===== config.mk =====
export PLATFORM = sky130hd
export DESIGN_NAME = relint_sqrt
export DESIGN_NICKNAME = d
export VERILOG_FILES = /design/src/radial_edge_length_interp_unit_assert.svh /design/src/relint_pkg.sv /design/src/relint_sqrt.sv
export SDC_FILE = /design/constraint.sdc
export NUM_CORES = 1
export LEC_CHECK = 0
export ABC_AREA = 1
export BUFFER_PORTS_ARGS = -buffer_cell sky130_fd_sc_hd__buf_2
export CORE_ASPECT_RATIO = 0.7
export CORE_MARGIN = 1.5
export CORE_UTILIZATION = 60
export CTS_CLUSTER_DIAMETER = 120
export DETAILED_ROUTE_END_ITERATION = 10
export GPL_TIMING_DRIVEN = 0
export PLACE_DENSITY = 0.84
export SYNTH_ARGS = -nofsm -noshare
export SYNTH_HDL_FRONTEND = slang
export SYNTH_SLANG_ARGS = --single-unit

===== constraint.sdc =====
create_clock -name i_clk -period 4.1 [get_ports i_clk]
set_clock_uncertainty 0.2 [all_clocks]
set_input_delay 0.82 -clock i_clk [delete_from_list [all_inputs] [get_ports i_clk]]
set_output_delay 0.82 -clock i_clk [all_outputs]
set_load 0.01 [all_outputs]

===== src/radial_edge_length_interp_unit_assert.svh =====
// Assertion macros used by the radial edge length interpolation top level.
`ifndef RADIAL_EDGE_LENGTH_INTERP_UNIT_ASSERT_SVH
`define RADIAL_EDGE_LENGTH_INTERP_UNIT_ASSERT_SVH

// Checks that the consequent holds in the same cycle as the antecedent.
`define RELINT_ASSERT_SAME(lbl, ante, cons, msg) \
    lbl: assert property (@(posedge i_clk) disable iff (!i_rst_n) (ante) |-> (cons)) \
        else $error(msg);

// Checks that the consequent holds in the cycle after the antecedent.
`define RELINT_ASSERT_NEXT(lbl, ante, cons, msg) \
    lbl: assert property (@(posedge i_clk) disable iff (!i_rst_n) (ante) |=> (cons)) \
        else $error(msg);

`endif


===== src/relint_pkg.sv =====
// Package with types and constants of the radial edge length interpolation unit.
`default_nettype none
package relint_pkg;

    localparam int MAX_RINGS_DEF = 4;

    localparam logic [2:0] REG_CENTER_X   = 3'd0;
    localparam logic [2:0] REG_CENTER_Y   = 3'd1;
    localparam logic [2:0] REG_RING_COUNT = 3'd2;
    localparam logic [2:0] REG_RING_RADII = 3'd3;
    localparam logic [2:0] REG_RING_EDGES = 3'd4;

    typedef struct packed {
        logic [2:0]  hit;
        logic [15:0] bg;
        logic [15:0] ea;
        logic [15:0] mag;
        logic        neg;
        logic [15:0] den;
        logic [15:0] ra;
    } t_sq_side;

    typedef struct packed {
        logic [2:0]  hit;
        logic [15:0] bg;
        logic [15:0] ea;
        logic [15:0] mag;
        logic        neg;
    } t_dv_side;

    localparam int SQRT_SIDE_W = $bits(t_sq_side);
    localparam int DIV_SIDE_W  = $bits(t_dv_side);

endpackage
`default_nettype wire


===== src/relint_sqrt.sv =====
// Pipelined integer square root of a 32-bit value, two result bits per stage.
`default_nettype none
module relint_sqrt
    import relint_pkg::*;
#(
    parameter int SIDE_W = SQRT_SIDE_W
) (
    input  wire logic              i_clk,
    input  wire logic              i_rst_n,
    input  wire logic              i_en,
    input  wire logic              i_valid,
    input  wire logic [31:0]       i_radicand,
    input  wire logic [SIDE_W-1:0] i_side,
    output logic                   o_valid,
    output logic [15:0]            o_root,
    output logic [SIDE_W-1:0]      o_side
);

    localparam int STEPS  = 2;
    localparam int STAGES = 16 / STEPS;

    logic [STAGES-1:0] r_valid;
    logic [16:0]       r_rem  [STAGES];
    logic [15:0]       r_root [STAGES];
    logic [31:0]       r_v    [STAGES];
    logic [SIDE_W-1:0] r_side [STAGES];
    logic [16:0]       n_rem  [STAGES];
    logic [15:0]       n_root [STAGES];
    logic [31:0]       n_v    [STAGES];

    always_comb begin
        logic [16:0] rem;
        logic [15:0] root;
        logic [31:0] v;
        logic [18:0] t;
        logic [18:0] trial;
        logic [18:0] diff;
        for (int s = 0; s < STAGES; s++) begin
            if (s == 0) begin
                rem  = '0;
                root = '0;
                v    = i_radicand;
            end else begin
                rem  = r_rem[s-1];
                root = r_root[s-1];
                v    = r_v[s-1];
            end
            for (int k = 0; k < STEPS; k++) begin
                t     = {rem, v[31:30]};
                trial = {1'b0, root, 2'b01};
                diff  = t - trial;
                if (t >= trial) begin
                    rem  = diff[16:0];
                    root = {root[14:0], 1'b1};
                end else begin
                    rem  = t[16:0];
                    root = {root[14:0], 1'b0};
                end
                v = {v[29:0], 2'b00};
            end
            n_rem[s]  = rem;
            n_root[s] = root;
            n_v[s]    = v;
        end
    end

    always_ff @(posedge i_clk) begin
        if (!i_rst_n) begin
            r_valid <= '0;
        end else if (i_en) begin
            r_valid <= {r_valid[STAGES-2:0], i_valid};
        end
    end

    always_ff @(posedge i_clk) begin
        if (i_en) begin
            for (int s = 0; s < STAGES; s++) begin
                r_rem[s]  <= n_rem[s];
                r_root[s] <= n_root[s];
                r_v[s]    <= n_v[s];
                r_side[s] <= (s == 0) ? i_side : r_side[s-1];
            end
        end
    end

    assign o_valid = r_valid[STAGES-1];
    assign o_root  = r_root[STAGES-1];
    assign o_side  = r_side[STAGES-1];

endmodule
`default_nettype wire


; Yosys cells after proc, flatten, opt, wreduce, memory -nomap -nowiden
; Memories as Yosys holds them, arrays and structs flattened.
; Cells that the tools add are included.
[word_totals]
register_bits = 8
ram_bits = 1160
in_bits = 120
output_inout_bits = 101
n_memories = 4
[classes]
n_addsub = 16
n_lt_le_gt_ge = 16
n_mux = 34
[mem_list]
columns = memory, depth, word_bits, read_ports, rd_ports_with_merged_regs, write_ports, line_no
row1 = r_side, 8, 84, 8, 0, 8, relint_sqrt.sv:26  ; logic [SIDE_W-1:0] r_side [STAGES];
row2 = r_v, 8, 28, 7, 0, 8, relint_sqrt.sv:25  ; logic [31:0] r_v [STAGES];
row3 = r_rem, 8, 17, 7, 0, 8, relint_sqrt.sv:23  ; logic [16:0] r_rem [STAGES];
row4 = r_root, 8, 16, 8, 0, 8, relint_sqrt.sv:24  ; logic [15:0] r_root [STAGES];
[ops]
columns = operator, n
row1 = two-way mux 17 bit, 16
row2 = greater-or-equal comparator 19 x 18 -> 1 bit, 14
row3 = subtractor 17 bit, 14
row4 = greater-or-equal comparator 19 x 3 -> 1 bit, 1
row5 = two-way mux 1 bit, 18
row6 = subtractor 17 x 3 -> 17 bit, 1
row7 = subtractor 2 x 1 -> 3 bit (second input constant), 1
row8 = greater-or-equal comparator 2 x 1 -> 1 bit (second input constant), 1

; Depth between registers and ports, before layout
; Gate-level depths: netlist of run 1.
; An unclocked memory read counts as a cell.
[logic_depth]
depth_word = 5
depth_mapped = 30
depth_no_buf = 27

; Least setup slack after synthesis of run 1
; No wires, ideal clock.
[synth_path]
kind = register to register
startpoint = memory r_rem[3][5]
endpoint = memory r_rem[4][8] (data pin)
t_arrival_ns = 3.365
t_required_ns = 3.647
slack_ns = 0.282
path_stages_with_launch = 26
path_buffers = 4
path_cell_list = edfxtp_1 ha_1 nand2_1 nor2_2 inv_1 nor2_1 nand2_1 nand3_1 nor2_1 buf_2 clkbuf_1 nand2_1 o21ai_0 ha_1 clkbuf_1 nand2_1 or2_2 nand3_1 a21oi_1 o21ai_0 nor2_1 nand2_1 inv_2 buf_6 nand2_1 nand2_1
[synth_lines]
columns = item, line_no
row1 = from (decl), relint_sqrt.sv:23

==> results.json, run 1 <==
{
  "post_synth_inst_count": 3292,
  "setup_viol": 0,
  "clk_pin_slew_ns": 0.06,
  "final_nets": 4029,
  "r2r_slack_ns": 0.05,
  "tightest_slew_ns": 0.736,
  "cp_cell_instances": "ha_4 > nand2_2 > nor2_4 > nand4_1 > nor2_4 > nor2_4 > nand2_4 > clkinvlp_4 > clkbuf_16 > nand2_2 > o21ai_4 > ha_4 > buf_4 > nand2_1 > nor2_2 > nand2_1 > o21ai_2 > nand2_1 > nand4_1 > buf_6 > inv_4 > clkbuf_16 > nand2_1 > nand2_1",
  "cts_inserted_buffers": 87,
  "number_of_global_route_vias_before_repair": 23644,
  "flow.area_growth_from_synthesis_pct": 19.5,
  "min_period_ns": 4.05,
  "r2r.worst_path.cells": 24,
  "pre_cts_slack_ns": -1.08,
  "achievable-frequency_mhz": 247,
  "cp.required_ns": 4.30,
  "postSynthRegisterBits": 976,
  "min_delay_path_depth": 1,
  "detail-route-antenna-nets": 0,
  "routed_wl_um": 83700,
  "tritoncts_clock_tree": "built",
  "power.ir.vdd_worst_uv": 469,
  "nFillCells": 4420,
  "port-buffer-count": 220,
  "first_pass_grt_wire_length_um": 126000,
  "design.core.area_um2": 68400,
  "cts_sinks": 976,
  "final-instance-count-excl-fill": 4730,
  "avgRoutedWirePerCell_um": 17.7,
  "clkLatencyLatePin_ns": 0.65,
  "floorplan.rows": 80,
  "route.detailed.drc": 0,
  "fp.dieH_um": 223,
  "grt.overflow.total": 0,
  "count_of_distinct_cell_types_in_the_synthesized_netlist": 58,
  "finalWeightedCongestion": 0.912,
  "timing.critical_path.mode_cell": "nand2_1",
  "synth_sequential_area_ratio": 0.703,
  "grt_max_degree": 143,
  "clock_path_buffers": 3,
  "drv_cap": 0,
  "dp.cells": 4423,
  "p_total_w": 0.0273,
  "h-tree-depth": 3,
  "crit_type": "reg -> reg",
  "synth_edf_count": 968,
  "ff_latch_area_um2": 29200,
  "drive_above_1_share": 0.254,
  "via_count": 25449,
  "worst_slew_margin_rel": 0.510,
  "antenna_found_initial": 2,
  "hold_viol_final": 0,
  "mappedNetlistArea_um2": 41600,
  "fp.dieW_um": 318,
  "hold_path.class": "in -> reg",
  "start_kind": "flop",
  "final_core_utilization": 0.727,
  "timing.final.ws_setup_ns": 0.0518,
  "detailedPlacementHpwl_um": 55300,
  "yosysWarnings": 0,
  "routed_via_density": 5.38,
  "timing.critical_path.slowest_stage_cell": "edfxtp_1",
  "worst-endpoint-arrival_ns": 4.25,
  "initial_utilization": 0.608,
  "cp_max_fo": 5,
  "synth-main-ff-cell": "edfxtp_1",
  "synth.avg_cell_area_um2": 12.6,
  "top_level_ports": 221,
  "critical_path.max_stage_delay_ns": 0.45,
  "whs_ns": 0.139,
  "p_leak_nw": 19.8,
  "min_period_over_period": 0.987,
  "drt_iter0_markers": 2686,
  "result_of_the_run": "complete, no violations",
  "async_set_reset_flop_share_out_of_synthesis": 0,
  "multi_input_area_um2": 11700,
  "worst_setup_path_end_kind": "flop",
  "layout.cells.most_common_list": "edfxtp_1 (968), nand2_1 (658), inv_1 (291), buf_4 (229), buf_2 (220)",
  "grt_use_total": 0.227,
  "cellPowerDensity_nw_per_um2": 550,
  "layout.cells.most_common": "edfxtp_1",
  "clk_root_buffer_cell": "clkbuf_16",
  "dieArea_um2": 70900,
  "drt_first_pass_iters": 6,
  "slew_viol_final": 0
}
-- timing repair --
action,CTS,global route
buffers inserted,62,86
gates resized for setup,151,260
pin swaps,37,97
hold buffers,0,0
endpoints found under the setup margin,91,108
gates cloned,2,5
-- critical path, delay by kind of cell (launching register included) --
family | cells | cell delay (ns)
AND/OR/NAND/NOR | 14 | 1.38
buffers and inverters | 6 | 0.86
adder cells (fa/ha/maj) | 2 | 0.63
flip-flops | 1 | 0.45
AO/OA/AOI/OAI | 2 | 0.25
-- flip-flops by register name, indices dropped and copies added, names as in the netlist --
register / cells
r_side: 672
r_rem: 112
r_v: 112
r_root: 72
r_valid: 8
-- metal layers --
layer	vias up	GRT usage	routed length, µm
met5	-	0	0
met2	846	0.343	38300
met1	12139	0.341	37600
met4	0	0.0585	1720
li1	12323	-	-
met3	141	0.0469	6180
-- synth_stat cells (all sizes together) (6+ instances only) --
cell | count | share of area
edfxtp | 968 | 0.70
nand2 | 731 | 0.068
inv | 341 | 0.031
nor2 | 248 | 0.025
nand3 | 186 | 0.024
o21ai | 163 | 0.020
ha | 148 | 0.045
a21oi | 130 | 0.016
buf | 103 | 0.019
xor2 | 61 | 0.013
xnor2 | 47 | 0.0099
nand4 | 35 | 0.0058
nor3 | 25 | 0.0033
or2 | 15 | 0.0023
a31oi | 10 | 0.0015
clkbuf | 10 | 0.00090
nand3b | 10 | 0.0019
a21o | 9 | 0.0016
o21bai | 9 | 0.0017
dfxtp | 8 | 0.0039
o21a | 6 | 0.0011
-- report_power, final --
part           switching, W  internal (W)  total (W)
Clock               0.00352       0.00450    0.00802
Sequential         0.000478        0.0121     0.0126
Combinational       0.00409       0.00266    0.00675
Total               0.00809        0.0193     0.0273
-- through the flow --
stage                 TNS, ns  area, µm²
floorplan                   0      41600
global placement            -      43800
detailed placement     -64.90      44000
CTS                 -0.000531      47900
global route            -1.68      49700
finish                      0      49700
-- layout make-up --
cell class,count,area share
diodes,3,0.000151
plain buffers,109,0.0187
clock buffers,101,0.0449
clock inverters,52,0.0116
inverters,342,0.0264
multi-input cells,1862,0.235
flip-flops and latches,976,0.588
well taps,902,0.0227
repair buffers,382,0.0521
repair inverters,1,0.000101
-- worst paths after layout --
kind | startpoint | endpoint
max | r_rem[5][3]$_DFFE_PP_ | r_rem[6][7]$_DFFE_PP_
min | i_radicand[0] | r_v[0][0]$_DFFE_PP_
max reg2reg | r_rem[5][3]$_DFFE_PP_ | r_rem[6][7]$_DFFE_PP_
min reg2reg | r_side[0][40]$_DFFE_PP_ | r_side[0][124]$_DFFE_PP_
-- logic make-up (layout without fill, tap and decap cells) --
logic type / count (synthesis) / in the layout / synth area share
flip-flops: 976 / 976 / 0.703
XOR/XNOR: 108 / 108 / 0.0228
buffers and inverters: 455 / 987 / 0.0512
adder cells (fa/ha/maj): 148 / 148 / 0.0446
AND/OR/NAND/NOR: 1261 / 1261 / 0.132
other: 1 / 5 / 0.0000902
AO/OA/AOI/OAI: 343 / 343 / 0.0457
Note: power is estimated with default switching activity, not from simulation.
==> inputs of run 2 (changes only) <==
- MAX_ROUTING_LAYER: not set -> met4
==> run 2 against run 1 <==
Compared with the run above: the flow now finishes with violations (negative setup slack); critical path type unchanged; via count shrank 0.11%; global-route usage grew 1.2 points; maximum frequency shrank 2.2%; highest routed layer unchanged; non-clock buffer count grew 12; sequential share of layout area shrank 0.25 points; core utilization grew 0.31 points; flip-flop and latch count is the same; largest power group unchanged; die area is the same; critical endpoint is now r_rem[6][0]$_DFFE_PP_; combinational power grew 4.1%; clock power shrank 0.5%; critical path depth shrank 3.
==> results.json, run 2 (synthesis gave the netlist of run 1 again) <==
{
  "dp.cells": 4422,
  "fp.dieW_um": 318,
  "grt_setup_unrepaired": "true",
  "flow.area_growth_from_synthesis_pct": 20.0,
  "critical_path.max_stage_delay_ns": 0.49,
  "clk_pin_slew_ns": 0.07,
  "clk_root_buffer_cell": "clkbuf_16",
  "worst_slew_margin_rel": 0.518,
  "whs_ns": 0.136,
  "timing.final.ws_setup_ns": -0.0382,
  "p_switching_w": 0.00823,
  "worst-path-buf-inv": 4,
  "cellPowerDensity_nw_per_um2": 553,
  "dpl-instance-area_um2": 44000,
  "worst-endpoint-arrival_ns": 4.35,
  "crit_type": "reg -> reg",
  "route.detailed.drc": 0,
  "p_total_w": 0.0276,
  "sequentialPowerShare": 0.456,
  "tritoncts_clock_tree": "built",
  "avgRoutedWirePerCell_um": 17.8,
  "top_level_ports": 221,
  "clkLatencyLatePin_ns": 0.65,
  "clock_path_buffers": 3,
  "tightest_slew_ns": 0.723,
  "ff_latch_area_um2": 29200,
  "antenna_found_initial": 3,
  "largest_reg_flops": 672,
  "min_period_over_period": 1.01,
  "drv_cap": 0,
  "cp_max_fo": 6,
  "power.ir.vdd_worst_uv": 371,
  "detail-route-antenna-nets": 0,
  "timing.critical_path.slowest_stage_cell": "edfxtp_1",
  "start_kind": "flop",
  "layout.cell_area.non_filler_um2": 49900,
  "switching_fraction": 0.298,
  "dieArea_um2": 70900,
  "timing.critical_path.mode_cell": "nor2_4",
  "setup_viol": 14,
  "fp.dieH_um": 223,
  "min-delay-start": "i_side[32]",
  "min_delay_worst_endpoint": "r_side[0][32]$_DFFE_PP_",
  "drt_iter0_markers": 2658,
  "routed_via_density": 5.36,
  "cts_sinks": 976,
  "min_delay_path_depth": 1,
  "largest_registers": "r_side: 672 flops, r_rem: 112 flops, r_v: 112 flops",
  "cts_inserted_buffers": 86,
  "slew_viol_final": 0,
  "final_nets": 4039,
  "hold_viol_final": 0,
  "h-tree-depth": 3,
  "layout.cells.most_common_list": "edfxtp_1 (968), nand2_1 (634), inv_1 (291), buf_4 (239), buf_2 (220)",
  "number_of_global_route_vias_before_repair": 23722,
  "first_pass_grt_wire_length_um": 127000,
  "nFillCells": 4338,
  "power_frac_clock": 0.289,
  "cp.required_ns": 4.31,
  "achievable-frequency_mhz": 242,
  "failed_checks": "negative setup slack",
  "finalWeightedCongestion": 0.920,
  "regToRegEndpoint": "r_rem[6][0]$_DFFE_PP_",
  "p_leak_nw": 19.8,
  "drive_above_1_share": 0.268,
  "grt_max_degree": 146,
  "initial_utilization": 0.608,
  "final-instance-count-excl-fill": 4746,
  "min_period_ns": 4.14,
  "floorplan.rows": 80,
  "result_of_the_run": "complete, but fails checks",
  "layout.cells.most_common": "edfxtp_1",
  "worst_setup_path_end_kind": "flop",
  "via_count": 25421,
  "hold_path.class": "in -> reg",
  "routed_wl_um": 84300,
  "r2r_slack_ns": -0.04,
  "multi_input_area_um2": 11900,
  "detailedPlacementHpwl_um": 55400,
  "cp_cell_instances": "ha_4 > nand2_2 > nor2_4 > nand3_4 > nor2_4 > nor2_4 > nand2_4 > clkinvlp_4 > buf_4 > o21ai_4 > ha_4 > a21oi_4 > o21ai_2 > nand2_1 > o211a_1 > o21ai_2 > nand2_1 > nand4_1 > buf_6 > buf_6 > xor2_1",
  "critical_path.reg2reg.startpoint": "r_rem[5][11]$_DFFE_PP_",
  "grt.overflow.total": 0,
  "comb_power_share": 0.255,
  "r2r.worst_path.cells": 21,
  "port-buffer-count": 220,
  "drt_first_pass_iters": 8,
  "grt_use_total": 0.239,
  "crit_family": "simple AND/OR/NAND/NOR gates",
  "cellInternalPower_w": 0.0194,
  "register_with_the_most_flip_flops": "r_side",
  "design.core.area_um2": 68400
}
## run 2: cell count changes in the layout (fill, tap and decap cells not counted), moves of 4 or more
| cell | previous run | this run |
|---|---|---|
| nand2_2 | 63 | 83 |
| clkinv_2 | 12 | 18 |
| nand2_4 | 10 | 14 |
| ha_4 | 53 | 57 |
| inv_6 | 1 | 5 |
| buf_4 | 229 | 239 |
| inv_4 | 2 | 6 |
| buf_6 | 19 | 26 |
| nand3_2 | 18 | 23 |
| o21ai_1 | 37 | 33 |
| nand2_1 | 658 | 634 |
| nand3_1 | 162 | 158 |
## run 2: repair_timing
action | 4_1_cts | 5_1_grt
hold buffers | 0 | 0
pin swaps | 52 | 102
cloned | 2 | 3
endpoints found under the setup margin | 91 | 108
resized for setup | 170 | 292
buffers inserted | 93 | 69
## run 2: power by group through the flow
| stage | Clock (W) | Combinational (W) | Sequential, W |
|---|---|---|---|
| 2_1_floorplan | 0 | 0.00392 | 0.0125 |
| 3_3_place_gp | 0 | 0.00521 | 0.0129 |
| 3_5_place_dp | 0 | 0.00532 | 0.0127 |
| 4_1_cts | 0.00819 | 0.00596 | 0.0125 |
| 5_1_grt | 0.00856 | 0.00771 | 0.0126 |
| 6_report | 0.00798 | 0.00703 | 0.0126 |
## run 2: worst max path at each step
stage / startpoint / end / slack, ns / depth (start not counted)
floorplan: r_rem[3][5]$_DFFE_PP_ / r_rem[4][8]$_DFFE_PP_ / 0.28 / 25
detailed placement: r_root[0][50]$_DFFE_PP_ / r_rem[4][1]$_DFFE_PP_ / -1.10 / 21
global placement: i_en / r_valid[7]$_SDFFE_PN0P_ / -15.15 / 4
global route: r_rem[5][3]$_DFFE_PP_ / r_rem[6][0]$_DFFE_PP_ / -0.19 / 23
finish: r_rem[5][11]$_DFFE_PP_ / r_rem[6][0]$_DFFE_PP_ / -0.04 / 21
CTS: r_root[1][8]$_DFFE_PP_ / r_rem[5][10]$_DFFE_PP_ / 0.0007 / 22
## run 2: final cells by class
type,count,area share
Antenna cell,6,0.000301
Buffer,109,0.0184
Clock buffer,99,0.0450
Clock inverter,56,0.0108
Inverter,342,0.0264
Multi-Input combinational cell,1862,0.238
Sequential cell,976,0.586
Tap cell,902,0.0226
Timing Repair Buffer,394,0.0530
## run 2: worst reg2reg max path, cell delays in order, from the launching register on
cell and delay (ns):
edfxtp_1 0.49, ha_4 0.37, nand2_2 0.08, nor2_4 0.16
nand3_4 0.10, nor2_4 0.14, nor2_4 0.06, nand2_4 0.11
clkinvlp_4 0.17, buf_4 0.21, o21ai_4 0.20, ha_4 0.26
a21oi_4 0.18, o21ai_2 0.08, nand2_1 0.08, o211a_1 0.18
o21ai_2 0.09, nand2_1 0.11, nand4_1 0.18, buf_6 0.19
buf_6 0.13, xor2_1 0.14
## run 2: metrics by stage
stage / worst slack [ns] / TNS, ns / util
5_1_grt: -0.194 / -3.77 / 0.730
4_1_cts: 0.000736 / 0 / 0.704
6_report: -0.0382 / -0.190 / 0.730
2_1_floorplan: 0.282 / 0 / -
3_5_place_dp: -1.10 / -74.25 / 0.644
3_3_place_gp: -15.15 / - / 0.641
## run 2: layer usage
layer  part of all wire  track usage  routed length, µm  up-vias
li1                   -            -                  -    12355
met1               0.45        0.347              38200    12087
met2               0.45        0.348              38200      845
met3              0.075       0.0497               6290      134
met4              0.019       0.0609               1620        0
met5                  0            -                  0        -
