File: src/radial_edge_length_interp_unit_assert.svh
// Assertion macros used by the radial edge length interpolation top level.
`ifndef RADIAL_EDGE_LENGTH_INTERP_UNIT_ASSERT_SVH
`define RADIAL_EDGE_LENGTH_INTERP_UNIT_ASSERT_SVH

// Checks that the consequent holds in the same cycle as the antecedent.
`define RELINT_ASSERT_SAME(lbl, ante, cons, msg) \
    lbl: assert property (@(posedge i_clk) disable iff (!i_rst_n) (ante) |-> (cons)) \
        else $error(msg);

// Checks that the consequent holds in the cycle after the antecedent.
`define RELINT_ASSERT_NEXT(lbl, ante, cons, msg) \
    lbl: assert property (@(posedge i_clk) disable iff (!i_rst_n) (ante) |=> (cons)) \
        else $error(msg);

`endif

File: src/relint_pkg.sv
// Package with types and constants of the radial edge length interpolation unit.
`default_nettype none
package relint_pkg;

    localparam int MAX_RINGS_DEF = 4;

    localparam logic [2:0] REG_CENTER_X   = 3'd0;
    localparam logic [2:0] REG_CENTER_Y   = 3'd1;
    localparam logic [2:0] REG_RING_COUNT = 3'd2;
    localparam logic [2:0] REG_RING_RADII = 3'd3;
    localparam logic [2:0] REG_RING_EDGES = 3'd4;

    typedef struct packed {
        logic [2:0]  hit;
        logic [15:0] bg;
        logic [15:0] ea;
        logic [15:0] mag;
        logic        neg;
        logic [15:0] den;
        logic [15:0] ra;
    } t_sq_side;

    typedef struct packed {
        logic [2:0]  hit;
        logic [15:0] bg;
        logic [15:0] ea;
        logic [15:0] mag;
        logic        neg;
    } t_dv_side;

    localparam int SQRT_SIDE_W = $bits(t_sq_side);
    localparam int DIV_SIDE_W  = $bits(t_dv_side);

endpackage
`default_nettype wire

File: src/relint_div.sv
// Pipelined 32 by 16 bit unsigned divider with a 16-bit quotient, two bits per stage.
`default_nettype none
module relint_div
    import relint_pkg::*;
#(
    parameter int SIDE_W = DIV_SIDE_W
) (
    input  wire logic              i_clk,
    input  wire logic              i_rst_n,
    input  wire logic              i_en,
    input  wire logic              i_valid,
    input  wire logic [31:0]       i_dividend,
    input  wire logic [15:0]       i_divisor,
    input  wire logic [SIDE_W-1:0] i_side,
    output logic                   o_valid,
    output logic [15:0]            o_quot,
    output logic [SIDE_W-1:0]      o_side
);

    localparam int STEPS  = 2;
    localparam int STAGES = 16 / STEPS;

    logic [STAGES-1:0] r_valid;
    logic [15:0]       r_rem  [STAGES];
    logic [15:0]       r_dvd  [STAGES];
    logic [15:0]       r_den  [STAGES];
    logic [SIDE_W-1:0] r_side [STAGES];
    logic [15:0]       n_rem  [STAGES];
    logic [15:0]       n_dvd  [STAGES];

    always_comb begin
        logic [15:0] rem;
        logic [15:0] dvd;
        logic [15:0] den;
        logic [16:0] t;
        logic [16:0] diff;
        logic        qbit;
        for (int s = 0; s < STAGES; s++) begin
            if (s == 0) begin
                rem = i_dividend[31:16];
                dvd = i_dividend[15:0];
                den = i_divisor;
            end else begin
                rem = r_rem[s-1];
                dvd = r_dvd[s-1];
                den = r_den[s-1];
            end
            for (int k = 0; k < STEPS; k++) begin
                t    = {rem, dvd[15]};
                diff = t - {1'b0, den};
                qbit = (t >= {1'b0, den});
                rem  = qbit ? diff[15:0] : t[15:0];
                dvd  = {dvd[14:0], qbit};
            end
            n_rem[s] = rem;
            n_dvd[s] = dvd;
        end
    end

    always_ff @(posedge i_clk) begin
        if (!i_rst_n) begin
            r_valid <= '0;
        end else if (i_en) begin
            r_valid <= {r_valid[STAGES-2:0], i_valid};
        end
    end

    always_ff @(posedge i_clk) begin
        if (i_en) begin
            for (int s = 0; s < STAGES; s++) begin
                r_rem[s]  <= n_rem[s];
                r_dvd[s]  <= n_dvd[s];
                r_den[s]  <= (s == 0) ? i_divisor : r_den[s-1];
                r_side[s] <= (s == 0) ? i_side : r_side[s-1];
            end
        end
    end

    assign o_valid = r_valid[STAGES-1];
    assign o_quot  = r_dvd[STAGES-1];
    assign o_side  = r_side[STAGES-1];

endmodule
`default_nettype wire

File: config.mk
export PLATFORM = sky130hd
export DESIGN_NAME = relint_div
export DESIGN_NICKNAME = d
export VERILOG_FILES = /design/src/radial_edge_length_interp_unit_assert.svh /design/src/relint_pkg.sv /design/src/relint_div.sv
export SDC_FILE = /design/constraint.sdc
export NUM_CORES = 1
export LEC_CHECK = 0
export CAP_MARGIN = 20
export CORE_ASPECT_RATIO = 2
export CORE_MARGIN = 5
export CORE_UTILIZATION = 34
export CTS_BUF_LIST = sky130_fd_sc_hd__clkbuf_4
export CTS_CLUSTER_SIZE = 25
export DETAILED_ROUTE_END_ITERATION = 12
export DONT_BUFFER_PORTS = 1
export GPL_ROUTABILITY_DRIVEN = 0
export PLACE_DENSITY = 0.57
export SYNTH_ARGS = -nofsm -noshare
export SYNTH_HDL_FRONTEND = slang
export SYNTH_SLANG_ARGS = --single-unit
File: constraint.sdc
create_clock -name i_clk -period 13 [get_ports i_clk]
set_input_delay 2.6 -clock i_clk [delete_from_list [all_inputs] [get_ports i_clk]]
set_output_delay 2.6 -clock i_clk [all_outputs]
set_load 0.05 [all_outputs]
---- Yosys cells after proc, flatten, opt, wreduce, memory -nomap -nowiden ----
Memories as Yosys holds them, arrays and structs flattened.
Index checks and enable logic that the tools add are counted.
word-level totals
  register bits after elaboration ......... 8
  memory bits (writable) .................. 800
  input bits .............................. 104
  output and inout port bits .............. 69
  word-level logic and storage cells ...... 55
  memories kept ........................... 4
memory list
  memory  depth  bits a word  read ports  clocked after memory_dff  wr ports  RTL line          source
  r_side  8      52           8           0                         8         relint_div.sv:27  logic [SIDE_W-1:0] r_side [STAGES];
  r_den   8      16           7           0                         8         relint_div.sv:26  logic [15:0] r_den [STAGES];
  r_dvd   8      16           8           0                         8         relint_div.sv:25  logic [15:0] r_dvd [STAGES];
  r_rem   8      16           7           0                         8         relint_div.sv:24  logic [15:0] r_rem [STAGES];
cells by class
  add/subtract/negate cells ............... 16
  order comparisons ....................... 16
  multiplexer cells ....................... 18
operator list
  kind                                                            count
  17-bit by 16-bit greater-or-equal comparator with 1-bit output  16
  16-bit 2-to-1 mux                                               16
  16-bit subtractor                                               16
  1-bit 2-to-1 mux                                                2

---- Longest topological paths before layout ----
Gate-level depths: netlist of the first run.
  depth in word-level cells ............... 4
  gate-level depth with buffers ........... 22
  mapped depth without buffers ............ 21

---- Worst setup path after synthesis of the first run ----
OpenSTA, ideal clock, no wires.
  path type ............................... input to register
  start ................................... input i_divisor[1]
  end ..................................... memory r_rem[0][10] (data pin)
  library setup time ...................... 0.262 ns
  arrival ................................. 7.382 ns
  data required time ...................... 12.738 ns
  path slack .............................. 5.356 ns
  stages on the path ...................... 20
  buffers on the path ..................... 2
  cells stage by stage .................... inv_1 ha_1 nor2b_1 o31a_1 o31ai_1 nand4_1 a2111oi_2 clkbuf_1 nand2_1 o21ai_0 ha_1 nor2b_1 o211a_1 o31ai_1 a211oi_1 o211ai_1 a21boi_0 nor3b_2 buf_4 mux2_1
RTL lines
  item         RTL line          source
  from (decl)  relint_div.sv:13  input wire logic [15:0] i_divisor,
  to (decl)    relint_div.sv:24

==> results.py, run 1 <==
metrics = {
    "status": {
        "status": "finished, final reports clean",
    },
    "sta": {
        "rsz0062_at_grt": "false",
        "slew_headroom": 0.0325,
        "fmax_ghz": 0.137,
        "fin_crit_ns": 7.29,
        "hold_viol": 0,
        "finalSetupTns_ns": 0,
        "finalSetupViolations": 0,
        "worstMarginPinSlew_ns": 1.45,
        "fin_skew_ns": 0.0665,
        "fin_crit_sh": 0.561,
        "finalMaxSlewViolations": 0,
    },
    "detailed_routing": {
        "drt-vias-per-instance": 4.89,
        "ant_nets": 0,
        "dr.pass1.iters": 6,
        "vias": 22200,
        "drc_errors": 0,
        "wl_per_cell_um": 17.4,
        "wl_um": 79000,
        "drt_first_iter_violations": 860,
    },
    "grt": {
        "grt_overflow": 0,
        "grt_pass1_vias": 24000,
        "antenna_found_initial": 11,
        "grtUsageMet3": 0.0386,
        "use_met2": 0.255,
        "grt_util_all_layers": 0.130,
        "busiest_layer": "met2",
        "grt_max_degree": 777,
        "grt_pass1_wl_um": 123000,
        "grt_util_met1": 0.107,
    },
    "hold_path": {
        "hold-path-endpoint": "r_dvd[0][31]$_DFFE_PP_",
        "whs_path_depth": 0,
        "hold_class": "reg -> reg",
        "hp-start": "r_dvd[0][13]$_DFFE_PP_",
    },
    "critical_path": {
        "max_stage_delay_ns": 0.62,
        "r2r_cells": 18,
        "crit_chain": "inv_1 > ha_1 > nor2b_1 > o31a_1 > o31ai_1 > nand4_1 > a2111oi_4 > buf_4 > nand2_1 > o21ai_0 > ha_1 > nor2b_1 > o211a_1 > o31ai_1 > a211oi_1 > o211ai_1 > a21boi_0 > nor3b_2 > buf_4 > mux2_1",
        "r2r-start": "r_den[1][1]$_DFFE_PP_",
        "worstPathRequired_ns": 13.78,
        "startpoint_type": "primary input",
        "r2r_end": "r_rem[5][8]$_DFFE_PP_",
        "cpMaxStageDelayCell": "o31ai_1",
        "critPathMaxFanout": 33,
        "r2r_slack_ns": 6.07,
        "crit_arrival_ns": 8.07,
        "end_kind": "flip-flop",
        "crit_type": "in -> reg",
    },
    "floorplan": {
        "rows": 174,
        "io_pins": 173,
        "dieArea_um2": 120000,
        "chipHeight_um": 485,
        "die_w_um": 247,
        "core_um2": 112000,
        "initial_core_util": 0.342,
    },
    "yosys": {
        "synth_compound_area_frac": 0.103,
        "ys.flop_type": "edfxtp_1",
        "netlist_area_um2": 38300,
        "synth_cells": 2802,
        "synth-seq-cells": 776,
        "synthSimpleGateAreaFrac": 0.0610,
        "synthArstFlopShare": 0,
        "synth_area_leaders": "edfxtp_1 60%, ha_1 8.4%, xnor2_1 2.7%, mux2_1 2.5%, mux2_2 2.2%",
        "yosys.area.top_type_share": 0.602,
        "synthMuxAreaShare": 0.0583,
        "syn_nets": 3177,
        "synth_adder_area_share": 0.0915,
        "synth-edff-count": 768,
        "synth_top_cell_by_area": "edfxtp_1",
        "ys_seq_area_frac": 0.606,
        "avgSynthCellArea_um2": 13.7,
        "ys_warn_count": 0,
        "synth_top_family_by_area": "compound AO/OA/AOI/OAI gates",
        "ys_types": 82,
        "synth_xor_area_frac": 0.0405,
    },
    "place": {
        "port_buffers": 0,
        "placed_cell_area_um2": 39600,
        "dp_hpwl_um": 56000,
    },
    "flow_run": {
        "maxCapViolCount": 0,
    },
    "cts": {
        "cts_made_buffers": 186,
        "clock_path_buffers": 3,
        "postCtsSetupBuffers": 0,
        "cts.repair.resized": 0,
        "cts_tree": "done",
        "htree_levels": 4,
        "clk_pin_slew_ns": 0.06,
        "clk_latency_ns": 1.07,
        "cts_root_buf": "clkbuf_4",
        "cts_sinks": 776,
        "hold_buffers": 0,
    },
    "pwr": {
        "p_total_uw": 12000,
        "combPwrFrac": 0.535,
        "switchingPower_uw": 4690,
        "pwr-share-clk": 0.161,
        "p_sw_frac": 0.390,
        "ir_drop_uv": 116,
        "power.density_nw_per_um2": 286,
        "internal_power_uw": 7330,
        "p_leak_uw": 0.0160,
        "pwr-share-seq": 0.304,
    },
    "finish": {
        "fillCellCount": 10800,
        "fin_area_um2": 42000,
        "drive_above_1_share": 0.134,
        "final_nets": 3281,
        "seqCellArea_um2": 23200,
        "multiInputGateArea_um2": 13600,
        "syn_to_final_growth_pct": 9.63,
    },
}
[registers in the layout, indices dropped and copies added, names as in the netlist]
name and count:
r_dvd 128, r_rem 112, r_side 416, r_den 112, r_valid 8
[power by group through the flow]
stage	registers, uW	logic (uW)	clock network [uW]
6_report	3650	6430	1940
4_1_cts	3660	6430	2080
3_5_place_dp	3710	6370	0
2_1_floorplan	3570	5080	0
5_1_grt	3690	7080	2190
3_3_place_gp	3700	6300	0
[metrics by stage]
stage | hold slack, ns | setup WS, ns | cells | util
global placement | 0.400 | 4.72 | 4209 | 0.353
detailed placement | 0.405 | 4.66 | 4210 | 0.353
global route | 0.398 | 5.55 | 4535 | 0.374
floorplan | 0.400 | 5.36 | 2802 | -
CTS | 0.391 | 5.94 | 4528 | 0.373
finish | 0.387 | 5.71 | 4535 | 0.374
[cells in the final DEF, fill, tap and decap left out, drive strengths merged, types with 12 or more instances in the layout]
master,Yosys,routed
a211o,12,12
a211oi,24,24
a21o,78,78
a21oi,143,143
a31oi,20,20
buf,80,13
clkbuf,17,256
clkinv,0,51
edfxtp,768,768
fa,15,15
ha,256,256
inv,222,226
mux2,168,168
mux2i,31,31
nand2,114,114
nand2b,17,17
nand3,35,35
nand4,32,32
nor2,125,125
nor2b,33,33
nor3,43,43
o211ai,13,13
o21a,42,42
o21ai,111,111
o21bai,29,29
o31ai,15,15
xnor2,119,119
xor2,58,58
[routing by layer]
layer  wire length (um)  up-vias
met5                101        -
li1                   -    10800
met1              25200    10500
met3               3690      286
met4               5830       14
met2              44100      530
[how the worst max path moves through the flow]
stage / startpoint / to / slack (ns) / cells past startpoint
floorplan: i_divisor[1] / r_rem[0][10]$_DFFE_PP_ / 5.36 / 20
global route: i_divisor[1] / r_rem[0][7]$_DFFE_PP_ / 5.55 / 20
global placement: i_divisor[1] / r_rem[0][2]$_DFFE_PP_ / 4.72 / 20
CTS: r_den[1][1]$_DFFE_PP_ / r_rem[5][8]$_DFFE_PP_ / 5.94 / 18
detailed placement: i_divisor[1] / r_rem[0][2]$_DFFE_PP_ / 4.66 / 20
finish: i_divisor[1] / r_rem[0][10]$_DFFE_PP_ / 5.71 / 20
[worst max-delay path: cells and delay by family]
family | cells | cell delay [ns]
mux | 1 | 0.35
fa+ha+maj | 2 | 0.63
compound gates | 9 | 2.86
buf+inv | 3 | 0.79
simple gates | 5 | 0.83
[logic make-up (layout without fill, tap and decap cells)]
family                     Yosys count  count (layout)
buffers and inverters              319             553
and+or+nand+nor                    470             470
DFF                                776             776
other                                0               3
adders and majority gates          271             271
xor gates and xnor gates           177             177
AOI/OAI and AO/OA                  590             590
muxes                              199             199
[synthesized netlist by cell type, types with 35 or more instances]
| cell type | count |
|---|---|
| o21ai_0 | 95 |
| ha_1 | 256 |
| buf_4 | 71 |
| nor3_1 | 43 |
| mux2_1 | 86 |
| xor2_1 | 58 |
| a21oi_1 | 141 |
| a21o_1 | 78 |
| mux2_2 | 74 |
| nand3_1 | 35 |
| xnor2_1 | 119 |
| edfxtp_1 | 768 |
| nor2_1 | 125 |
| inv_1 | 215 |
| o21a_1 | 42 |
| nand2_1 | 114 |
[final cells by class]
type	instances	share of cell area
sequential	776	0.553
multi-input combinational	1707	0.324
clock buffer	256	0.0458
tap	1496	0.0446
inverter	222	0.0199
clock inverter	62	0.00864
timing repair buffer	13	0.00376
antenna	3	0.000179
Note: power is estimated with default switching activity, not from simulation.
==> run 2: changes to the inputs <==
--- a/config.mk
+++ b/config.mk
@@ -5,6 +5,7 @@
 export SDC_FILE = /design/constraint.sdc
 export NUM_CORES = 1
 export LEC_CHECK = 0
+export ABC_AREA = 1
 export CAP_MARGIN = 20
 export CORE_ASPECT_RATIO = 2
 export CORE_MARGIN = 5
@@ -14,7 +15,7 @@
 export DETAILED_ROUTE_END_ITERATION = 12
 export DONT_BUFFER_PORTS = 1
 export GPL_ROUTABILITY_DRIVEN = 0
-export PLACE_DENSITY = 0.57
+export PLACE_DENSITY = 0.59
 export SYNTH_ARGS = -nofsm -noshare
 export SYNTH_HDL_FRONTEND = slang
 export SYNTH_SLANG_ARGS = --single-unit
==> constraint.sdc (replaced) <==
create_clock -name i_clk -period 6.25 [get_ports i_clk]
set_input_delay 1.25 -clock i_clk [delete_from_list [all_inputs] [get_ports i_clk]]
set_output_delay 1.25 -clock i_clk [all_outputs]
set_load 0.05 [all_outputs]
==> run 2 against run 1 <==
The run now ends with max-slew violations left; hold slack worse by 0.17 ns; routed wire length grew 26%; flip-flop and latch count unchanged; non-clock buffer count decreased by 4; final cell count up 26%; critical endpoint is now r_rem[5][0]$_DFFE_PP_.
==> results.py, run 2 <==
metrics = {
    "finish": {
        "final_nets": 4400,
        "fillCellCount": 11800,
        "largest_register_ffs": 416,
        "final_cell_mix": "1108 x nand2_1, 768 x edfxtp_1, 407 x inv_1",
        "layout_commonest_cell": "nand2_1",
        "drive_above_1_share": 0.0992,
        "syn_to_final_growth_pct": 8.66,
        "regMostFlops": "r_side",
        "reg.largest.list": "r_side x416, r_dvd x128",
    },
    "cts": {
        "hold_buffers": 0,
        "cts_sinks": 776,
        "clk_latency_ns": 1.12,
        "clk_pin_slew_ns": 0.07,
        "cts_root_buf": "clkbuf_4",
        "cts_made_buffers": 185,
        "postCtsSetupBuffers": 0,
        "htree_levels": 4,
        "cts.repair.resized": 0,
        "clock_path_buffers": 3,
        "cts_tree": "done",
    },
    "place": {
        "dp_hpwl_um": 73800,
        "port_buffers": 0,
    },
    "yosys": {
        "ys_seq_area_frac": 0.572,
        "synthArstFlopShare": 0,
        "synth-seq-cells": 776,
        "ys_types": 50,
        "yosys.area.top_type_share": 0.568,
        "avgSynthCellArea_um2": 10.3,
        "synthTopCellsByCount": "1108 x nand2_1, 768 x edfxtp_1, 407 x inv_1",
        "synth_cells": 3955,
        "ys_warn_count": 0,
        "netlist_area_um2": 40600,
        "ys.flop_type": "edfxtp_1",
        "yosysMostFrequentCell": "nand2_1",
        "synth_area_leaders": "edfxtp_1 57%, nand2_1 10%, ha_1 7.9%, inv_1 3.8%, nand3_1 3.4%",
        "syn_nets": 4330,
        "synth-edff-count": 768,
        "synth_top_cell_by_area": "edfxtp_1",
    },
    "sta": {
        "worstMarginPinSlew_ns": 1.94,
        "fin_crit_ns": 5.02,
        "fin_hold_ws_ns": 0.219,
        "finalSetupViolations": 0,
        "finalMaxSlewViolations": 275,
        "fmax_ghz": 0.199,
        "slew_headroom": -0.296,
        "fin_skew_ns": 0.0650,
        "hold_viol": 0,
        "finalSetupTns_ns": 0,
        "rsz0062_at_grt": "false",
        "fin_crit_sh": 0.803,
    },
    "floorplan": {
        "die_w_um": 254,
        "initial_core_util": 0.342,
        "rows": 179,
        "dieArea_um2": 127000,
        "core_um2": 119000,
        "io_pins": 173,
        "chipHeight_um": 499,
    },
    "critical_path": {
        "startpoint_type": "flip-flop",
        "crit_type": "reg -> reg",
        "path_common_cell": "nand2_1",
        "max_stage_delay_ns": 0.57,
        "crit_buf_inv": 0,
        "cp_top_family": "simple AND/OR/NAND/NOR gates",
        "end_kind": "flip-flop",
        "critPathMaxFanout": 19,
        "crit_chain": "ha_1 > a21oi_1 > nand2_1 > nand2_1 > nand2_1 > nand2_1 > nand2_1 > nand2_2 > nand2_4 > o21ai_0 > ha_1 > nand2_1 > nand2_1 > a21oi_1 > o21bai_2 > nand3_1 > nand2_1 > nand2_1 > nand3_4 > nand2_1 > nand2_1",
        "crit_arrival_ns": 5.85,
        "cpMaxStageDelayCell": "nand2_1",
        "worstPathRequired_ns": 7.08,
    },
    "grt": {
        "antenna_found_initial": 13,
        "grt_util_all_layers": 0.153,
        "grt_overflow": 0,
        "grt_pass1_wl_um": 151000,
        "grt_pass1_vias": 29400,
        "grt_max_degree": 778,
    },
    "detailed_routing": {
        "drt_first_iter_violations": 1380,
        "wl_um": 99300,
        "vias": 27900,
        "dr.pass1.iters": 7,
        "drt-vias-per-instance": 4.88,
        "wl_per_cell_um": 17.4,
        "drc_errors": 0,
        "ant_nets": 0,
    },
    "hold_path": {
        "hold_class": "in -> reg",
    },
    "pwr": {
        "power.density_nw_per_um2": 578,
        "p_leak_uw": 0.0190,
        "ir_drop_uv": 245,
    },
    "status": {
        "failed_checks": "max-slew violations",
        "status": "complete, but fails checks",
    },
    "flow_run": {
        "maxCapViolCount": 0,
    },
}
==> run 2: logic make-up (layout without fill, tap and decap cells) <==
kind of cell / after synthesis / in the layout / share of synthesized area
buf+inv: 544 / 764 / 0.0609
fa+ha+maj: 271 / 271 / 0.0862
other cells: 0 / 9 / 0
simple gates: 1791 / 1791 / 0.193
compound gates: 432 / 432 / 0.0582
flops: 776 / 776 / 0.572
xor+xnor: 141 / 141 / 0.0304
==> run 2: final cells by class <==
class,instances,area (um^2),area share
timing repair buffer,9,67.6,0.00153
antenna,9,22.5,0.000510
clock inverter,79,460,0.0104
multi-input combinational,2635,14900,0.338
tap,1538,1920,0.0436
inverter,418,1580,0.0357
clock buffer,258,1940,0.0439
sequential,776,23200,0.526
==> run 2: where the power goes <==
group	leakage [uW]	internal (uW)	switching, uW
sequential	0.00758	7050	480
combinational	0.00996	4700	9130
clock	0.00142	2040	2140
==> run 2: per-stage QoR <==
step,setup WS [ns],cell area [um^2],power (uW),utilization,std cells
detailed placement,1.20,41700,21200,0.351,5376
floorplan,1.99,40600,18000,-,3955
CTS,1.20,44100,25600,0.371,5713
global route,0.792,44100,27700,0.371,5719
global placement,1.24,41700,21000,0.351,5376
finish,1.23,44100,25500,0.371,5722
==> run 2: final timing paths <==
| kind | slack (ns) | cells after the start | from | end |
|---|---|---|---|---|
| worst max-delay path | 1.23 | 21 | r_rem[4][1]$_DFFE_PP_ | r_rem[5][0]$_DFFE_PP_ |
| worst min-delay path | 0.22 | 0 | i_side[48] | r_side[0][48]$_DFFE_PP_ |
| worst max register to register | 1.23 | 21 | r_rem[4][1]$_DFFE_PP_ | r_rem[5][0]$_DFFE_PP_ |
| worst min register to register | 0.37 | 0 | r_side[3][40]$_DFFE_PP_ | r_side[3][92]$_DFFE_PP_ |
==> run 2: per-layer routing <==
layer / global-route usage / routed length [um] / vias up
met5: 0 / 106 / -
met3: 0.0431 / 5040 / 447
met4: 0.122 / 8950 / 14
li1: - / - / 13800
met1: 0.121 / 30400 / 12800
met2: 0.297 / 54800 / 845
==> run 3: changes to the inputs <==
--- a/config.mk
+++ b/config.mk
@@ -15,7 +15,7 @@
 export DETAILED_ROUTE_END_ITERATION = 12
 export DONT_BUFFER_PORTS = 1
 export GPL_ROUTABILITY_DRIVEN = 0
-export PLACE_DENSITY = 0.59
+export PLACE_DENSITY = 0.57
 export SYNTH_ARGS = -nofsm -noshare
 export SYNTH_HDL_FRONTEND = slang
 export SYNTH_SLANG_ARGS = --single-unit
==> constraint.sdc (replaced) <==
create_clock -name i_clk -period 4.8 [get_ports i_clk]
set_input_delay 0.96 -clock i_clk [delete_from_list [all_inputs] [get_ports i_clk]]
set_output_delay 0.96 -clock i_clk [all_outputs]
set_load 0.05 [all_outputs]
==> run 3 against run 2 <==
The run still ends with max-slew violations left; highest routed layer is now met4; combinational power grew 41%; via count grew 1.9%; routed wire length grew 4.0%; non-clock buffer count grew 175; largest power group unchanged.
==> results.py, run 3 (same netlist as run 2, synthesis figures left out) <==
metrics = {
    "critical_path": {
        "cp_top_family": "simple AND/OR/NAND/NOR gates",
        "cpMaxStageDelayCell": "edfxtp_1",
        "crit_type": "reg -> reg",
        "critPathMaxFanout": 16,
        "r2r_cells": 24,
        "max_stage_delay_ns": 0.41,
        "r2r_slack_ns": 0.31,
        "crit_chain": "inv_1 > ha_1 > a21oi_1 > nand2_1 > nand2_1 > nand2_1 > nand2_1 > nand2_1 > nand2_2 > nand2_4 > buf_4 > nand3_1 > nand2_1 > ha_1 > nand2_1 > inv_1 > nand3_1 > nor3_1 > buf_4 > a31oi_1 > nand2_1 > nor2_4 > nand3_1 > nand2_1",
        "end_kind": "flip-flop",
        "r2r_end": "r_rem[5][8]$_DFFE_PP_",
        "startpoint_type": "flip-flop",
        "crit_arrival_ns": 5.45,
        "r2r-start": "r_den[1][2]$_DFFE_PP_",
        "crit_buf_inv": 4,
        "worstPathRequired_ns": 5.76,
        "path_common_cell": "nand2_1",
    },
    "finish": {
        "final_nets": 4577,
        "reg.largest.list": "r_side x416, r_dvd x128",
        "layout_commonest_cell": "nand2_1",
        "multiInputGateArea_um2": 14900,
        "fillCellCount": 11600,
        "seqCellArea_um2": 23200,
        "regMostFlops": "r_side",
        "largest_register_ffs": 416,
        "final_cells": 5889,
        "syn_to_final_growth_pct": 12.9,
        "drive_above_1_share": 0.116,
        "final_cell_mix": "1108 x nand2_1, 768 x edfxtp_1, 407 x inv_1",
    },
    "sta": {
        "rsz0062_at_grt": "false",
        "worstMarginPinSlew_ns": 2.54,
        "finalSetupTns_ns": 0,
        "fin_skew_ns": 0.0722,
        "fin_crit_sh": 0.935,
        "fin_crit_ns": 4.49,
        "finalMaxSlewViolations": 528,
        "fmax_ghz": 0.223,
        "slew_headroom": -0.692,
        "hold_viol": 0,
        "finalSetupViolations": 0,
    },
    "hold_path": {
        "whs_path_depth": 4,
        "hp-start": "i_dividend[18]",
        "hold_class": "in -> reg",
        "hold-path-endpoint": "r_rem[0][4]$_DFFE_PP_",
    },
    "detailed_routing": {
        "drt-vias-per-instance": 4.83,
        "drc_errors": 0,
        "vias": 28400,
        "ant_nets": 0,
        "dr.pass1.iters": 7,
        "drt_first_iter_violations": 1386,
        "wl_um": 103000,
        "wl_per_cell_um": 17.5,
    },
    "place": {
        "dpl.cell_count": 5463,
        "dp_hpwl_um": 77100,
        "port_buffers": 0,
    },
    "cts": {
        "postCtsSetupBuffers": 0,
        "clock_path_buffers": 3,
        "cts_sinks": 776,
        "cts_made_buffers": 187,
        "cts_root_buf": "clkbuf_4",
        "clk_pin_slew_ns": 0.07,
        "clk_latency_ns": 1.13,
        "htree_levels": 4,
        "cts_tree": "done",
    },
    "pwr": {
        "p_leak_uw": 0.0198,
        "ir_drop_uv": 336,
        "power.density_nw_per_um2": 762,
        "pwr-share-seq": 0.281,
        "internal_power_uw": 19200,
        "p_total_uw": 34900,
        "switchingPower_uw": 15700,
        "pwr-share-clk": 0.162,
        "p_sw_frac": 0.451,
        "combPwrFrac": 0.557,
    },
    "grt": {
        "use_met2": 0.304,
        "grt_pass1_vias": 30300,
        "grt_max_degree": 778,
        "grt_util_all_layers": 0.160,
        "busiest_layer": "met2",
        "grt_overflow": 0,
        "grtUsageMet3": 0.0356,
        "grt_util_met1": 0.134,
        "antenna_found_initial": 2,
        "grt_pass1_wl_um": 158000,
    },
    "floorplan": {
        "io_pins": 173,
        "die_w_um": 254,
        "rows": 179,
        "initial_core_util": 0.342,
        "dieArea_um2": 127000,
        "chipHeight_um": 499,
        "core_um2": 119000,
    },
    "flow_run": {
        "maxCapViolCount": 0,
    },
    "status": {
        "status": "complete, but fails checks",
        "failed_checks": "max-slew violations",
    },
}
==> run 3: how the worst max path moves through the flow <==
stage / start / to / slack (ns) / depth (start not counted)
after CTS: r_den[1][2]$_DFFE_PP_ / r_rem[5][8]$_DFFE_PP_ / 0.28 / 24
after detailed placement: i_divisor[14] / r_rem[0][12]$_DFFE_PP_ / 0.12 / 19
after global routing: r_den[0][51]$_DFFE_PP_ / r_rem[4][7]$_DFFE_PP_ / 0.006 / 24
after global placement: i_divisor[14] / r_rem[0][14]$_DFFE_PP_ / 0.18 / 20
final: r_den[1][2]$_DFFE_PP_ / r_rem[5][8]$_DFFE_PP_ / 0.31 / 24
after floorplan: i_divisor[14] / r_rem[0][10]$_DFFE_PP_ / 0.83 / 22
==> run 3: layout make-up <==
class                      count  area share
antenna                        4    0.000218
clock buffer                 258      0.0422
clock inverter                76      0.0124
inverter                     418      0.0344
multi-input combinational   2635       0.326
sequential                   776       0.506
tap                         1538      0.0420
timing repair buffer         184      0.0369
==> run 3: worst min-delay path: cells and delay by family <==
kind / cells / cell delay (ns)
simple gates: 4 / 0.29
==> run 3: timing repair <==
action,4_1_cts,5_1_grt
hold buffers,85,3
gates resized for setup,0,1
hold endpoints to repair,298,30
setup endpoints to repair,0,17
==> run 3: power by group through the flow <==
stage               Combinational [uW]  Sequential (uW)  Clock [uW]
floorplan                        13900             9590           0
global placement                 18900             9920           0
detailed placement               19100             9950           0
CTS                              19200             9800        6020
global route                     21600             9890        6340
finish                           19400             9820        5670
==> run 3: layer usage <==
layer | share of wire | up-vias
met5 | 0 | -
met4 | 0.098 | 0
met3 | 0.044 | 455
met2 | 0.55 | 841
met1 | 0.31 | 13000
li1 | - | 14100
==> run 3: per-stage QoR <==
| stage | setup slack (ns) | hold slack (ns) | util | instance area (um^2) |
|---|---|---|---|---|
| 3_5_place_dp | 0.121 | 0.405 | 0.357 | 42400 |
| 3_3_place_gp | 0.184 | 0.401 | 0.357 | 42400 |
| 6_report | 0.312 | 0.215 | 0.386 | 45900 |
| 4_1_cts | 0.282 | -0.148 | 0.385 | 45800 |
| 5_1_grt | 0.00596 | 0.0107 | 0.386 | 45900 |
| 2_1_floorplan | 0.829 | 0.400 | - | 40600 |
